`src/pfa_pkg.sv`:
```
package pfa_pkg;

  // Field widths
  localparam int ID_W     = 16;
  localparam int SIZE_W   = 22;
  localparam int FS_W     = 16;
  localparam int CNT_W    = 7;
  localparam int FRAG_W   = 16;
  localparam int STATUS_W = 2;
  localparam int DCNT_W   = 5;

  // Configuration port
  localparam int ADDR_W      = 3;
  localparam int DATA_W      = 32;
  localparam int REG_IDX_BIT = 2;

  localparam logic REG_FRAME_SIZE   = 1'b0;
  localparam logic REG_TOTAL_FRAMES = 1'b1;

  localparam logic [FS_W-1:0]  FRAME_SIZE_RST   = 16'd1;
  localparam logic [CNT_W-1:0] TOTAL_FRAMES_RST = 7'd64;

  // Command modes
  localparam logic MODE_INSERT = 1'b0;
  localparam logic MODE_DELETE = 1'b1;

  // Result status codes
  localparam logic [STATUS_W-1:0] STATUS_DONE      = 2'd0;
  localparam logic [STATUS_W-1:0] STATUS_NO_FRAMES = 2'd1;
  localparam logic [STATUS_W-1:0] STATUS_SLOT_FULL = 2'd2;
  localparam logic [STATUS_W-1:0] STATUS_INVALID   = 2'd3;

  // Restoring divider runs one quotient bit per step
  localparam logic [DCNT_W-1:0] DIV_STEPS = 5'd22;

  typedef struct packed {
    logic              mode;
    logic [ID_W-1:0]   process_id;
    logic [SIZE_W-1:0] process_size;
  } pfa_in_t;

  typedef struct packed {
    logic [STATUS_W-1:0] status;
    logic [CNT_W-1:0]    frames_changed;
    logic [FRAG_W-1:0]   request_frag;
    logic [SIZE_W-1:0]   total_frag;
    logic [CNT_W-1:0]    free_frames;
  } pfa_out_t;

  typedef enum logic [2:0] {
    ST_IDLE,
    ST_CHECK,
    ST_DIV,
    ST_SLOT,
    ST_DECIDE,
    ST_FILL,
    ST_DSLOT,
    ST_DFRAME
  } pfa_state_t;

  // Controller to datapath
  typedef struct packed {
    logic                load;
    logic                div_step;
    logic                slot_step;
    logic                commit;
    logic                fill_step;
    logic                dslot_step;
    logic                dframe_step;
    logic                reply;
    logic [STATUS_W-1:0] code;
  } pfa_cmd_t;

  // Datapath to controller
  typedef struct packed {
    logic invalid;
    logic is_delete;
    logic div_done;
    logic slot_done;
    logic slot_found;
    logic need_ok;
    logic fill_done;
    logic dslot_done;
    logic dframe_done;
  } pfa_stat_t;

endpackage

```
`src/pfa_ctrl.sv`:
```
module pfa_ctrl (
  input  logic              clk,
  input  logic              rst,
  input  logic              start,
  output logic              busy,
  input  pfa_pkg::pfa_stat_t stat,
  output pfa_pkg::pfa_cmd_t  cmd
);
  import pfa_pkg::*;

  pfa_state_t state;
  pfa_state_t state_next;

  // State register
  always_ff @(posedge clk) begin
    if (rst) begin
      state <= ST_IDLE;
    end else begin
      state <= state_next;
    end
  end

  // Next state
  always_comb begin
    state_next = state;
    case (state)
      ST_IDLE: begin
        if (start) state_next = ST_CHECK;
      end
      ST_CHECK: begin
        if (stat.invalid)        state_next = ST_IDLE;
        else if (stat.is_delete) state_next = ST_DSLOT;
        else                     state_next = ST_DIV;
      end
      ST_DIV: begin
        if (stat.div_done) state_next = ST_SLOT;
      end
      ST_SLOT: begin
        if (stat.slot_done) state_next = ST_DECIDE;
      end
      ST_DECIDE: begin
        if (stat.need_ok && stat.slot_found) state_next = ST_FILL;
        else                                 state_next = ST_IDLE;
      end
      ST_FILL: begin
        if (stat.fill_done) state_next = ST_IDLE;
      end
      ST_DSLOT: begin
        if (stat.dslot_done) state_next = ST_DFRAME;
      end
      ST_DFRAME: begin
        if (stat.dframe_done) state_next = ST_IDLE;
      end
      default: state_next = ST_IDLE;
    endcase
  end

  // Commands
  always_comb begin
    cmd      = '0;
    cmd.code = STATUS_DONE;
    case (state)
      ST_IDLE: begin
        cmd.load = start;
      end
      ST_CHECK: begin
        if (stat.invalid) begin
          cmd.reply = 1'b1;
          cmd.code  = STATUS_INVALID;
        end
      end
      ST_DIV: begin
        cmd.div_step = !stat.div_done;
      end
      ST_SLOT: begin
        cmd.slot_step = !stat.slot_done;
      end
      ST_DECIDE: begin
        if (!stat.need_ok) begin
          cmd.reply = 1'b1;
          cmd.code  = STATUS_NO_FRAMES;
        end else if (!stat.slot_found) begin
          cmd.reply = 1'b1;
          cmd.code  = STATUS_SLOT_FULL;
        end else begin
          cmd.commit = 1'b1;
        end
      end
      ST_FILL: begin
        if (stat.fill_done) cmd.reply = 1'b1;
        else                cmd.fill_step = 1'b1;
      end
      ST_DSLOT: begin
        cmd.dslot_step = 1'b1;
      end
      ST_DFRAME: begin
        if (stat.dframe_done) cmd.reply = 1'b1;
        else                  cmd.dframe_step = 1'b1;
      end
      default: cmd = '0;
    endcase
  end

  assign busy = (state != ST_IDLE);

endmodule

```
`src/pfa_datapath.sv`:
```
module pfa_datapath #(
  parameter int NUM_FRAMES = 64,
  parameter int PROC_SLOTS = 64
) (
  input  logic                       clk,
  input  logic                       rst,
  input  pfa_pkg::pfa_in_t           request,
  input  logic [pfa_pkg::FS_W-1:0]   frame_size,
  input  logic [pfa_pkg::CNT_W-1:0]  lim,
  input  logic                       cfg_clear,
  input  logic [pfa_pkg::CNT_W-1:0]  clear_total,
  input  pfa_pkg::pfa_cmd_t          cmd,
  output pfa_pkg::pfa_stat_t         stat,
  output pfa_pkg::pfa_out_t          result,
  output logic                       done
);
  import pfa_pkg::*;

  localparam int FIDX_W = (NUM_FRAMES > 1) ? $clog2(NUM_FRAMES) : 1;
  localparam int SIDX_W = (PROC_SLOTS > 1) ? $clog2(PROC_SLOTS) : 1;
  localparam int SCNT_W = $clog2(PROC_SLOTS + 1);
  localparam logic [CNT_W-1:0]  FRAMES_N  = CNT_W'(NUM_FRAMES);
  localparam logic [SCNT_W-1:0] SLOTS_N   = SCNT_W'(PROC_SLOTS);

  // Captured command
  pfa_in_t item;

  // Divider
  logic [SIZE_W-1:0] dq;
  logic [FS_W-1:0]   rem;
  logic [DCNT_W-1:0] dcnt;
  logic [FS_W-1:0]   fs_eff;
  logic [FS_W:0]     trial;
  logic [FS_W:0]     diff;
  logic              take;
  logic              rem_nz;
  logic [SIZE_W:0]   need;
  logic [FRAG_W-1:0] rfrag;

  // Scans and totals
  logic [SCNT_W-1:0] scnt;
  logic [CNT_W-1:0]  fcnt;
  logic              slot_found;
  logic [CNT_W-1:0]  changed;
  logic [CNT_W-1:0]  free_count;
  logic [SIZE_W-1:0] frag_total;
  logic [FRAG_W-1:0] req_frag;
  logic [PROC_SLOTS-1:0] slot_used;
  logic [NUM_FRAMES-1:0] frame_used;

  // Memories
  logic [ID_W-1:0]   frame_mem [NUM_FRAMES];
  logic [ID_W-1:0]   slot_owner_mem [PROC_SLOTS];
  logic [FRAG_W-1:0] slot_frag_mem [PROC_SLOTS];
  logic [ID_W-1:0]   frame_rd;
  logic [ID_W-1:0]   s_owner_rd;
  logic [FRAG_W-1:0] s_frag_rd;
  logic              s_eval;
  logic              f_eval;
  logic [SIDX_W-1:0] s_eidx;
  logic [FIDX_W-1:0] f_eidx;

  logic [SIDX_W-1:0] sidx;
  logic [FIDX_W-1:0] fidx;
  logic s_more, f_fill_more, f_all_more;
  logic ins_slot_adv, fill_adv, fill_take, s_issue, f_issue, s_match, f_match;

  // Divide step and fragmentation
  always_comb begin
    fs_eff = (frame_size == '0) ? FS_W'(1) : frame_size;
    trial  = {rem, dq[SIZE_W-1]};
    diff   = trial - {1'b0, fs_eff};
    take   = (trial >= {1'b0, fs_eff});
    rem_nz = (rem != '0);
    need   = {1'b0, dq} + {{SIZE_W{1'b0}}, rem_nz};
    rfrag  = rem_nz ? (fs_eff - rem) : '0;
  end

  // Scan control
  always_comb begin
    sidx         = scnt[SIDX_W-1:0];
    fidx         = fcnt[FIDX_W-1:0];
    s_more       = (scnt < SLOTS_N);
    f_fill_more  = (fcnt < lim);
    f_all_more   = (fcnt < FRAMES_N);
    ins_slot_adv = cmd.slot_step && s_more && !slot_found;
    fill_adv     = cmd.fill_step && f_fill_more;
    fill_take    = fill_adv && !frame_used[fidx] && (changed != need[CNT_W-1:0]);
    s_issue      = cmd.dslot_step && s_more;
    f_issue      = cmd.dframe_step && f_all_more;
    s_match      = s_eval && slot_used[s_eidx] && (s_owner_rd == item.process_id);
    f_match      = f_eval && frame_used[f_eidx] && (frame_rd == item.process_id);
  end

  // Capture item and run the divider
  always_ff @(posedge clk) begin
    if (cmd.load) begin
      item <= request;
      dq   <= request.process_size;
      rem  <= '0;
    end else if (cmd.div_step) begin
      dq  <= {dq[SIZE_W-2:0], take};
      rem <= take ? diff[FS_W-1:0] : trial[FS_W-1:0];
    end
  end

  always_ff @(posedge clk) begin
    if (rst) begin
      dcnt <= '0;
    end else if (cmd.load) begin
      dcnt <= '0;
    end else if (cmd.div_step) begin
      dcnt <= dcnt + DCNT_W'(1);
    end
  end

  // Slot and frame counters
  always_ff @(posedge clk) begin
    if (rst || cmd.load) begin
      scnt       <= '0;
      fcnt       <= '0;
      slot_found <= 1'b0;
      changed    <= '0;
      req_frag   <= '0;
    end else begin
      if (ins_slot_adv) begin
        if (!slot_used[sidx]) slot_found <= 1'b1;
        else                  scnt <= scnt + SCNT_W'(1);
      end else if (s_issue) begin
        scnt <= scnt + SCNT_W'(1);
      end
      if (fill_adv || f_issue) fcnt <= fcnt + CNT_W'(1);
      if (fill_take || f_match) changed <= changed + CNT_W'(1);
      if (cmd.commit) req_frag <= rfrag;
    end
  end

  // Read pipeline for delete passes
  always_ff @(posedge clk) begin
    if (rst) begin
      s_eval <= 1'b0;
      f_eval <= 1'b0;
    end else begin
      s_eval <= s_issue;
      f_eval <= f_issue;
    end
  end

  always_ff @(posedge clk) begin
    s_eidx <= sidx;
    f_eidx <= fidx;
  end

  // Free frame count and fragmentation total
  always_ff @(posedge clk) begin
    if (rst) begin
      free_count <= FRAMES_N;
      frag_total <= '0;
    end else if (cfg_clear) begin
      free_count <= clear_total;
      frag_total <= '0;
    end else begin
      if (fill_take)    free_count <= free_count - CNT_W'(1);
      else if (f_match) free_count <= free_count + CNT_W'(1);
      if (cmd.commit)   frag_total <= frag_total + {{(SIZE_W-FRAG_W){1'b0}}, rfrag};
      else if (s_match) frag_total <= frag_total - {{(SIZE_W-FRAG_W){1'b0}}, s_frag_rd};
    end
  end

  // Valid bits: an entry that is not valid reads as free
  always_ff @(posedge clk) begin
    if (rst || cfg_clear) begin
      slot_used  <= '0;
      frame_used <= '0;
    end else begin
      if (cmd.commit) slot_used[sidx] <= 1'b1;
      else if (s_match) slot_used[s_eidx] <= 1'b0;
      if (fill_take) frame_used[fidx] <= 1'b1;
      else if (f_match) frame_used[f_eidx] <= 1'b0;
    end
  end

  // Slot memory
  always_ff @(posedge clk) begin
    if (cmd.commit) begin
      slot_owner_mem[sidx] <= item.process_id;
      slot_frag_mem[sidx]  <= rfrag;
    end
    s_owner_rd <= slot_owner_mem[sidx];
    s_frag_rd  <= slot_frag_mem[sidx];
  end

  // Frame owner memory
  always_ff @(posedge clk) begin
    if (fill_take) frame_mem[fidx] <= item.process_id;
    frame_rd <= frame_mem[fidx];
  end

  // Result register
  always_ff @(posedge clk) begin
    if (cmd.reply) begin
      result.status         <= cmd.code;
      result.frames_changed <= changed;
      result.request_frag   <= req_frag;
      result.total_frag     <= frag_total;
      result.free_frames    <= free_count;
    end
  end

  always_ff @(posedge clk) begin
    if (rst) begin
      done <= 1'b0;
    end else begin
      done <= cmd.reply;
    end
  end

  // Status to controller
  always_comb begin
    stat.invalid     = (item.process_id == '0) ||
                       ((item.mode == MODE_INSERT) && (item.process_size == '0));
    stat.is_delete   = (item.mode == MODE_DELETE);
    stat.div_done    = (dcnt == DIV_STEPS);
    stat.slot_done   = slot_found || !s_more;
    stat.slot_found  = slot_found;
    stat.need_ok     = (need <= {{(SIZE_W+1-CNT_W){1'b0}}, free_count});
    stat.fill_done   = (changed == need[CNT_W-1:0]) || !f_fill_more;
    stat.dslot_done  = !s_more && !s_eval;
    stat.dframe_done = !f_all_more && !f_eval;
  end

endmodule

```
`src/paging_frame_allocator.sv`:
```
// From the accepting edge to the done strobe: an invalid command ends in the check state; an
// insert runs the 22-step restoring divider, then the slot scan up to the first free slot,
// then the frame scan up to lim frames; rejections end after the slot scan; a delete scans
// every slot and then every frame, one memory read per slot and frame. One command at a
// time: busy drops as done rises, so the next item is taken at the edge that ends the done
// cycle. Synchronous reset and any register write clear all stores at once through
// per-entry valid bits; there is no clearing pass. done lasts one cycle and cannot stall.
module paging_frame_allocator #(
  parameter int NUM_FRAMES = 64,
  parameter int PROC_SLOTS = 64
) (
  input  logic                         clk,
  input  logic                         rst,
  input  logic                         start,
  output logic                         busy,
  input  pfa_pkg::pfa_in_t             request,
  output logic                         done,
  output pfa_pkg::pfa_out_t            result,
  input  logic                         psel,
  input  logic                         penable,
  input  logic                         pwrite,
  input  logic [pfa_pkg::ADDR_W-1:0]   paddr,
  input  logic [pfa_pkg::DATA_W-1:0]   pwdata,
  output logic [pfa_pkg::DATA_W-1:0]   prdata,
  output logic                         pready
);
  import pfa_pkg::*;

  localparam logic [CNT_W-1:0] FRAMES_N = CNT_W'(NUM_FRAMES);

  logic [FS_W-1:0]  frame_size;
  logic [CNT_W-1:0] total_frames;
  logic             reg_sel;
  logic             wr;
  logic [CNT_W-1:0] wr_total;
  logic [CNT_W-1:0] lim;
  logic [CNT_W-1:0] clear_total;
  pfa_cmd_t         cmd;
  pfa_stat_t        stat;

  assign pready  = 1'b1;
  assign reg_sel = paddr[REG_IDX_BIT];
  assign wr      = psel && penable && pwrite && pready;

  // Clamp the frame count to the frames built
  always_comb begin
    wr_total    = pwdata[CNT_W-1:0];
    lim         = (total_frames > FRAMES_N) ? FRAMES_N : total_frames;
    clear_total = lim;
    if (reg_sel == REG_TOTAL_FRAMES) begin
      clear_total = (wr_total > FRAMES_N) ? FRAMES_N : wr_total;
    end
  end

  // Configuration registers
  always_ff @(posedge clk) begin
    if (rst) begin
      frame_size   <= FRAME_SIZE_RST;
      total_frames <= TOTAL_FRAMES_RST;
    end else if (wr) begin
      if (reg_sel == REG_FRAME_SIZE) frame_size <= pwdata[FS_W-1:0];
      else                          total_frames <= wr_total;
    end
  end

  // Register read
  always_comb begin
    if (reg_sel == REG_TOTAL_FRAMES) prdata = {{(DATA_W-CNT_W){1'b0}}, total_frames};
    else                             prdata = {{(DATA_W-FS_W){1'b0}}, frame_size};
  end

  pfa_ctrl u_ctrl (
    .clk   (clk),
    .rst   (rst),
    .start (start),
    .busy  (busy),
    .stat  (stat),
    .cmd   (cmd)
  );

  pfa_datapath #(
    .NUM_FRAMES (NUM_FRAMES),
    .PROC_SLOTS (PROC_SLOTS)
  ) u_datapath (
    .clk         (clk),
    .rst         (rst),
    .request     (request),
    .frame_size  (frame_size),
    .lim         (lim),
    .cfg_clear   (wr),
    .clear_total (clear_total),
    .cmd         (cmd),
    .stat        (stat),
    .result      (result),
    .done        (done)
  );

  // A result only follows a command in progress
  a_done_after_busy: assert property (@(posedge clk) disable iff (rst)
    done |-> $past(busy))
    else $error("result strobe without a command in progress");

  // An accepted command holds the block busy in the next cycle
  a_accept_busy: assert property (@(posedge clk) disable iff (rst)
    (start && !busy) |=> busy)
    else $error("accepted command did not start");

  // A rejected command grants nothing
  a_reject_clean: assert property (@(posedge clk) disable iff (rst)
    (done && (result.status != STATUS_DONE)) |->
      ((result.frames_changed == '0) && (result.request_frag == '0)))
    else $error("rejected command changed frames or fragmentation");

  // Free frames never exceed the frames built
  a_free_bound: assert property (@(posedge clk) disable iff (rst)
    done |-> (result.free_frames <= FRAMES_N))
    else $error("free frame count out of range");

endmodule
```
`config.mk`:
```
export PLATFORM = sky130hd
export DESIGN_NAME = paging_frame_allocator
export DESIGN_NICKNAME = d
export VERILOG_FILES = /design/src/pfa_pkg.sv /design/src/pfa_ctrl.sv /design/src/pfa_datapath.sv /design/src/paging_frame_allocator.sv
export SDC_FILE = /design/constraint.sdc
export NUM_CORES = 2
export LEC_CHECK = 0
export ABC_CLOCK_PERIOD_IN_PS = 16050
export BUFFER_PORTS_ARGS = -buffer_cell sky130_fd_sc_hd__buf_2
export CORE_AREA = 2 2 493 495
export DETAILED_ROUTE_END_ITERATION = 7
export DIE_AREA = 0 0 495 497
export PLACE_DENSITY = 0.71
export SLEW_MARGIN = 15
export SYNTH_ARGS = -nofsm -noshare
export SYNTH_HDL_FRONTEND = slang
export SYNTH_SLANG_ARGS = --single-unit
```
`constraint.sdc`:
```
create_clock -name clk -period 16.05 [get_ports clk]
set_clock_uncertainty 0.1 [all_clocks]
set_input_delay 0.8025 -clock clk [delete_from_list [all_inputs] [get_ports clk]]
set_output_delay 0.8025 -clock clk [all_outputs]
set_load 0.02 [all_outputs]
```
* Word-level counts from Yosys, hierarchy flattened
Memories as Yosys holds them, arrays and structs flattened. A register that Yosys moved wholly into a read port is not among the register bits. Index checks and enable logic that the tools add are counted.
Word-level totals: memories kept 3, output and inout port bits 89, bits in registers 372, logic and storage cells 209, bits in writable memories 3072, bits of input ports 80
Cells by class: reduce and logical (&&, ||, !) cells 55, add/subtract/negate cells 11, equality and inequality tests 19, muxes and demuxes 69, magnitude comparators 15, bitwise gates (word level) 9
Memory list:
- u_datapath.frame_mem | words 64, bits a word 16, read ports 1, clocked after memory_dff 1, write ports 1, line pfa_datapath.sv:52 | logic [ID_W-1:0] frame_mem [NUM_FRAMES];
- u_datapath.slot_frag_mem | words 64, bits a word 16, read ports 1, clocked after memory_dff 1, write ports 1, line pfa_datapath.sv:54 | logic [FRAG_W-1:0] slot_frag_mem [PROC_SLOTS];
- u_datapath.slot_owner_mem | words 64, bits a word 16, read ports 1, clocked after memory_dff 1, write ports 1, line pfa_datapath.sv:53 | logic [ID_W-1:0] slot_owner_mem [PROC_SLOTS];
Operators by type and width (number):
- 64-bit 2-to-1 mux | 4
- 64-bit bitwise AND | 2
- 64-bit NOT | 2
- 64-bit OR | 2
- 22-bit 2-to-1 mux | 4
- 16-bit 2-to-1 mux | 4
- 7-bit 2-to-1 mux | 9
- 3-bit 2-to-1 mux | 12
- 16-bit equality test | 2
- 16-bit zero test | 2
- 16-bit subtractor | 2
- 7-bit by 1-bit adder with 7-bit output (second input constant) | 4
- 6-bit by 7-bit less-than comparator with 1-bit output (second input constant) | 4
- 1-bit 2-to-1 mux | 25
- 1-bit binary-select mux with 6-bit select | 4
- 1-bit demux with 6-bit select | 4
- 6-bit by 1-bit >= comparator with 1-bit output (second input constant) | 4
- 3-bit one-hot mux with 8 select lines | 1
- 22-bit by 1-bit adder with 23-bit output | 1
- 23-bit by 7-bit <= comparator with 1-bit output | 1
- 22-bit by 16-bit adder with 22-bit output | 1
- 22-bit zero test | 1
- 22-bit by 16-bit subtractor with 22-bit output | 1
- 1-bit logical AND | 21
- other kinds (26) | 61

* Logic depth before layout (Yosys ltp)
depth after elaboration 12, mapped depth 34

* Hierarchy
Synthesis repeated with hierarchy kept, for this count alone.
Unflattened totals: cell total of the unflattened synthesis 8109, area, all modules 133145.2 um^2
By module, submodules not included:
- pfa_datapath | cells each 7900, area an instance 131331.0 um^2, sequential area each 101287.1 um^2, times used 1
- paging_frame_allocator | cells each 155, area an instance 1457.6 um^2, sequential area each 460.4 um^2, times used 1
- pfa_ctrl | cells each 54, area an instance 356.6 um^2, sequential area each 60.1 um^2, times used 1

* Worst setup path after synthesis
Ideal clock, no wire load.
path kind register to register, start point reg frame_size[11], end point reg u_datapath.frag_total[21], required time 15879 ps, path slack 9102 ps, stages on the path, launching flop included 26, arrival time 6777 ps, buffers on the path 0, setup time 71 ps, period minus slack after synthesis 6948 ps, cells stage by stage dfxtp_1 nor3_1 a41o_1 inv_1 ha_1 inv_1 fa_1 a21o_1 a21o_1 a21oi_1 o21ai_0 a211oi_1 nor2_1 nor3_1 nand2_1 o21ai_0 ha_1 a21o_1 a21o_1 a21oi_1 a31oi_1 a41oi_1 o21ai_0 xnor2_1 or3_1 a21oi_1
Between the ends: cells in the longest elaborated chain, start to end 6
RTL lines:
- start, declared | line paging_frame_allocator.sv:31 | logic [FS_W-1:0] frame_size;
- start signal, assigned | line paging_frame_allocator.sv:61 | if (reg_sel == REG_FRAME_SIZE) frame_size <= pwdata[FS_W-1:0];
- 16-bit zero test | line pfa_datapath.sv:70 | fs_eff = (frame_size == '0) ? FS_W'(1) : frame_size;
- 16-bit 2-to-1 mux * | line pfa_datapath.sv:70
- 16-bit subtractor * | line pfa_datapath.sv:76 | rfrag = rem_nz ? (fs_eff - rem) : '0;
- 16-bit 2-to-1 mux * | line pfa_datapath.sv:76
- net u_datapath.rfrag[12] | line pfa_datapath.sv:38 | logic [FRAG_W-1:0] rfrag;
- 22-bit by 16-bit adder with 22-bit output * | line pfa_datapath.sv:165 | if (cmd.commit) frag_total <= frag_total + {{(SIZE_W-FRAG_W){1'b0}}, rfrag};
- 22-bit 2-to-1 mux * | line pfa_datapath.sv:165
- end signal, assigned | line pfa_datapath.sv:165
- end signal, assigned | line pfa_datapath.sv:166 | else if (s_match) frag_total <= frag_total - {{(SIZE_W-FRAG_W){1'b0}}, s_frag_rd};
- end, declared | line pfa_datapath.sv:46 | logic [SIZE_W-1:0] frag_total;
The timed path passes the listed nets; every way through them passes the cells marked *. A chain may end at the register's enable or synchronous reset.

* Worst setup path in the final report
start point reg u_datapath.rem[10], end point reg u_datapath.frag_total[14]
Between the ends: cells in the longest elaborated chain, start to end 6, elaborated cells on any way between the ends 10, those cells by class add/sub (3); order compare (1); mux (4); reduce/logical (2)
RTL lines:
- start, declared | line pfa_datapath.sv:30 | logic [FS_W-1:0] rem;
- start signal, assigned | line pfa_datapath.sv:103 | rem <= take ? diff[FS_W-1:0] : trial[FS_W-1:0];
- 16-bit nonzero test | line pfa_datapath.sv:74 | rem_nz = (rem != '0);
- 22-bit by 1-bit adder with 23-bit output | line pfa_datapath.sv:75 | need = {1'b0, dq} + {{SIZE_W{1'b0}}, rem_nz};
- 23-bit by 7-bit <= comparator with 1-bit output | line pfa_datapath.sv:226 | stat.need_ok = (need <= {{(SIZE_W+1-CNT_W){1'b0}}, free_count});
- 1-bit 2-to-1 mux | line pfa_ctrl.sv:79 | if (!stat.need_ok) begin
- 1-bit 2-to-1 mux | line pfa_ctrl.sv:62 | case (state)
- 22-bit 2-to-1 mux / 2-bit nonzero test (equally long branches)
Parallel ways exist; a longest one is shown, timed or not.

==> metrics <==
Setup-failing EPs final=0; critical path endpoint category=flop; Least-Margin Pin Slew=between 1 and 1.5 ns; P&R area growth vs syn=12.6%; status=finished, final reports clean; CTS Root Cell=clkbuf_16; total power=~24 mW; Seq/Total Area, Yosys=0.774; Lkg Pwr=45.9 nW; vias per cell=slightly below 7; syn_area_per_cell=between 15 and 20 sq um; chip width=about 500 microns; cell taking the most area after synthesis=edfxtp_1; initial core utilization=0.548; Clk Latency, worst-skew pair=0.98 ns; final setup margin=about 6.9 ns; cell area after layout=~150,000 sq um; cells on worst reg2reg path=29; pre-CTS WS=between 7 and 8 ns; total number of vias=slightly above 80,000; Setup crit start=u_datapath.rem[10]; Synth async-reset ratio=0; CP max stage delay=1.02 ns; cts repair resizes=0; Chip Height=497 microns; hpwl dp=between 200,000 and 250,000 microns; final worst path period share=0.569; Unique masters post-synth=~80; Iter 0 DRT Violations=12,022; top-area cell type share of the netlist area=0.728; max-slew violations=0; hold_ws=0.0774 ns; placed instance count=approximately 11,000; Num CTS Buffers=between 300 and 400; final setup TNS=0 ns; Worst Hold End=frame_size[14]; CTS Sinks=3,492; Rel. slew slack=0.170; top-count cell post-synth=edfxtp_1; post-route ant nets=0; CP delay by family, top=simple AND/OR/NAND/NOR gates; Hold Path Origin=pwdata[14]; Post-synth EDFFs=around 3,200; RD Place Congestion=about 0.93; I/O pin count=about 170; Tmin final=~9.1 ns; post-synthesis instance total=8,002; ys flop type=edfxtp_1; synthesized flop and latch total=~3,500; worst hold path type=primary input to flop; TritonCTS clock tree=yes; CP arrival=around 9.9 ns; final hold violation count=0; top cells by count, synth=3,187 x edfxtp_1, 1,232 x a22oi_1, 404 x clkbuf_1; total gr overflow=0; cell mode on critical path=ha_1; global-route wire length before repair=534,000 microns; Max VDD drop=about 0.63 mV; WL final=373,000 microns; GRT Total Usage=0.296; r2r setup slk=approximately 7 ns; Max Clock Freq=~0.11 GHz; source of the worst register-to-register timing path=u_datapath.rem[10]; top cells by area, synth=edfxtp_1 73%, a22oi_1 7.0%, dfxtp_1 4.6%; vias in the first global route=about 77,000; initial antenna violation count=7; Post-Place Cell Area=approximately 140,000 sq um; H-tree depth=5; synthesized area=132,000 sq um; synth warn=0; RSZ-0062 raised after global routing=false; Final Util=0.617; hold path depth=3; routed len/inst=around 32 microns; max_cap viols=0; worst path bufs/invs=3; WP data required=about 17 ns; Crit Path Category=flop to flop; largest net degree at the start of global routing=about 130; number of I/O port buffers=between 100 and 150; die area=~250,000 sq um; critical path startpoint category=flop; Worst path slowest cell=and4_1; maximum fanout along the worst path=65; number of cell rows=180; Residual DRC=0; r2r endpoint=u_datapath.frag_total[14]; Post-Layout Cell Count=11,718; PwrDens=160 nW/um^2; Final nets=between 8,000 and 9,000; Clock Path Buffers=4; DRT Pass-1 Iters=6; Placeable Area=roughly 240,000 sq um; clk slew on worst S/H paths=approximately 0.060 ns; layout cells sized above 1=0.134
## timing repair
item / CTS / global route
hold buffers: 46 / 0
endpoints found under the hold margin: 46 / 0
endpoints found under the setup margin: 0 / 0
buffers inserted: 0 / 0
## power breakdown
group | internal, mW | switching, mW | total [mW]
sequential | 12.1 | 0.120 | 12.2
clock | 4.37 | 3.26 | 7.63
combinational | 0.738 | 3.17 | 3.91
total | 17.2 | 6.55 | 23.7
## worst min-delay path, stage by stage
cell and delay [ns]:
buf_2 0.13, nand2_1 0.06, a21oi_1 0.05
## state kept, by name, indices dropped and copies added, names as in the netlist, 16 cells and up
register,cells
u_datapath.s_frag_rd,16
u_datapath.slot_used,64
u_datapath.item,38
u_datapath.dq,22
u_datapath.frame_rd,16
u_datapath.frame_used,64
u_datapath.frame_mem,1024
frame_size,16
u_datapath.slot_frag_mem,1024
u_datapath.slot_owner_mem,1024
u_datapath.s_owner_rd,16
u_datapath.req_frag,16
u_datapath.rem,16
u_datapath.result,54
u_datapath.frag_total,22
## cell families (layout without fill, tap and decap cells)
| family | Yosys count | count (layout) | share of synthesized area |
|---|---|---|---|
| DFF | 3492 | 3492 | 0.774 |
| AOI/OAI and AO/OA | 2546 | 2546 | 0.139 |
| and+or+nand+nor | 1009 | 1009 | 0.0388 |
| buffers and inverters | 630 | 1141 | 0.0191 |
| muxes | 121 | 121 | 0.0129 |
| xor gates and xnor gates | 119 | 119 | 0.00813 |
| adders and majority gates | 83 | 83 | 0.00812 |
| other | 2 | 22 | 0.0000571 |
## cell usage in the layout, fill, tap and decap left out, types with 46 or more instances in the layout
cell type      instances
nor2_1               169
clkinv_1              67
clkbuf_1              82
nand2_1              210
a22oi_1             1232
xnor2_1               78
nand4_1              169
nand3_1               89
clkinv_2              46
clkbuf_16            345
ha_1                  79
dfxtp_1              304
a22o_1               169
dlygate4sd3_1         46
nor4_1                52
nor3_2                47
nor2_4                48
a31oi_1              166
a41oi_1              105
inv_1                 79
buf_4                271
buf_2                133
a221oi_1             174
o21ai_0              174
a21oi_1              339
edfxtp_1            3187
## final cells by class
class | count | area [sq um]
clock buffers | 441 | 9130
fillers | 16879 | 92000
clock inverters | 154 | 1330
inverters | 83 | 312
multi-input cells | 3895 | 28100
diodes | 5 | 12.5
well taps | 3185 | 3990
flip-flops and latches | 3492 | 102000
repair buffers | 463 | 3420
## how the worst max path moves through the flow
stage / to / cells after the start
after detailed placement: u_datapath.frag_total[14] / 29
after CTS: u_datapath.frag_total[14] / 29
final: u_datapath.frag_total[14] / 29
after global placement: u_datapath.frag_total[14] / 29
after floorplan: u_datapath.frag_total[21] / 25
after global routing: u_datapath.frag_total[14] / 29
## routing by layer
metal | part of all wire | global-route usage | vias up
met5 | 0.000021 | 0 | -
met3 | 0.12 | 0.0610 | 908
met1 | 0.37 | 0.408 | 40452
li1 | - | - | 33448
met4 | 0.048 | 0.128 | 2
met2 | 0.46 | 0.459 | 5616
Power figures use the tool's default switching activity.
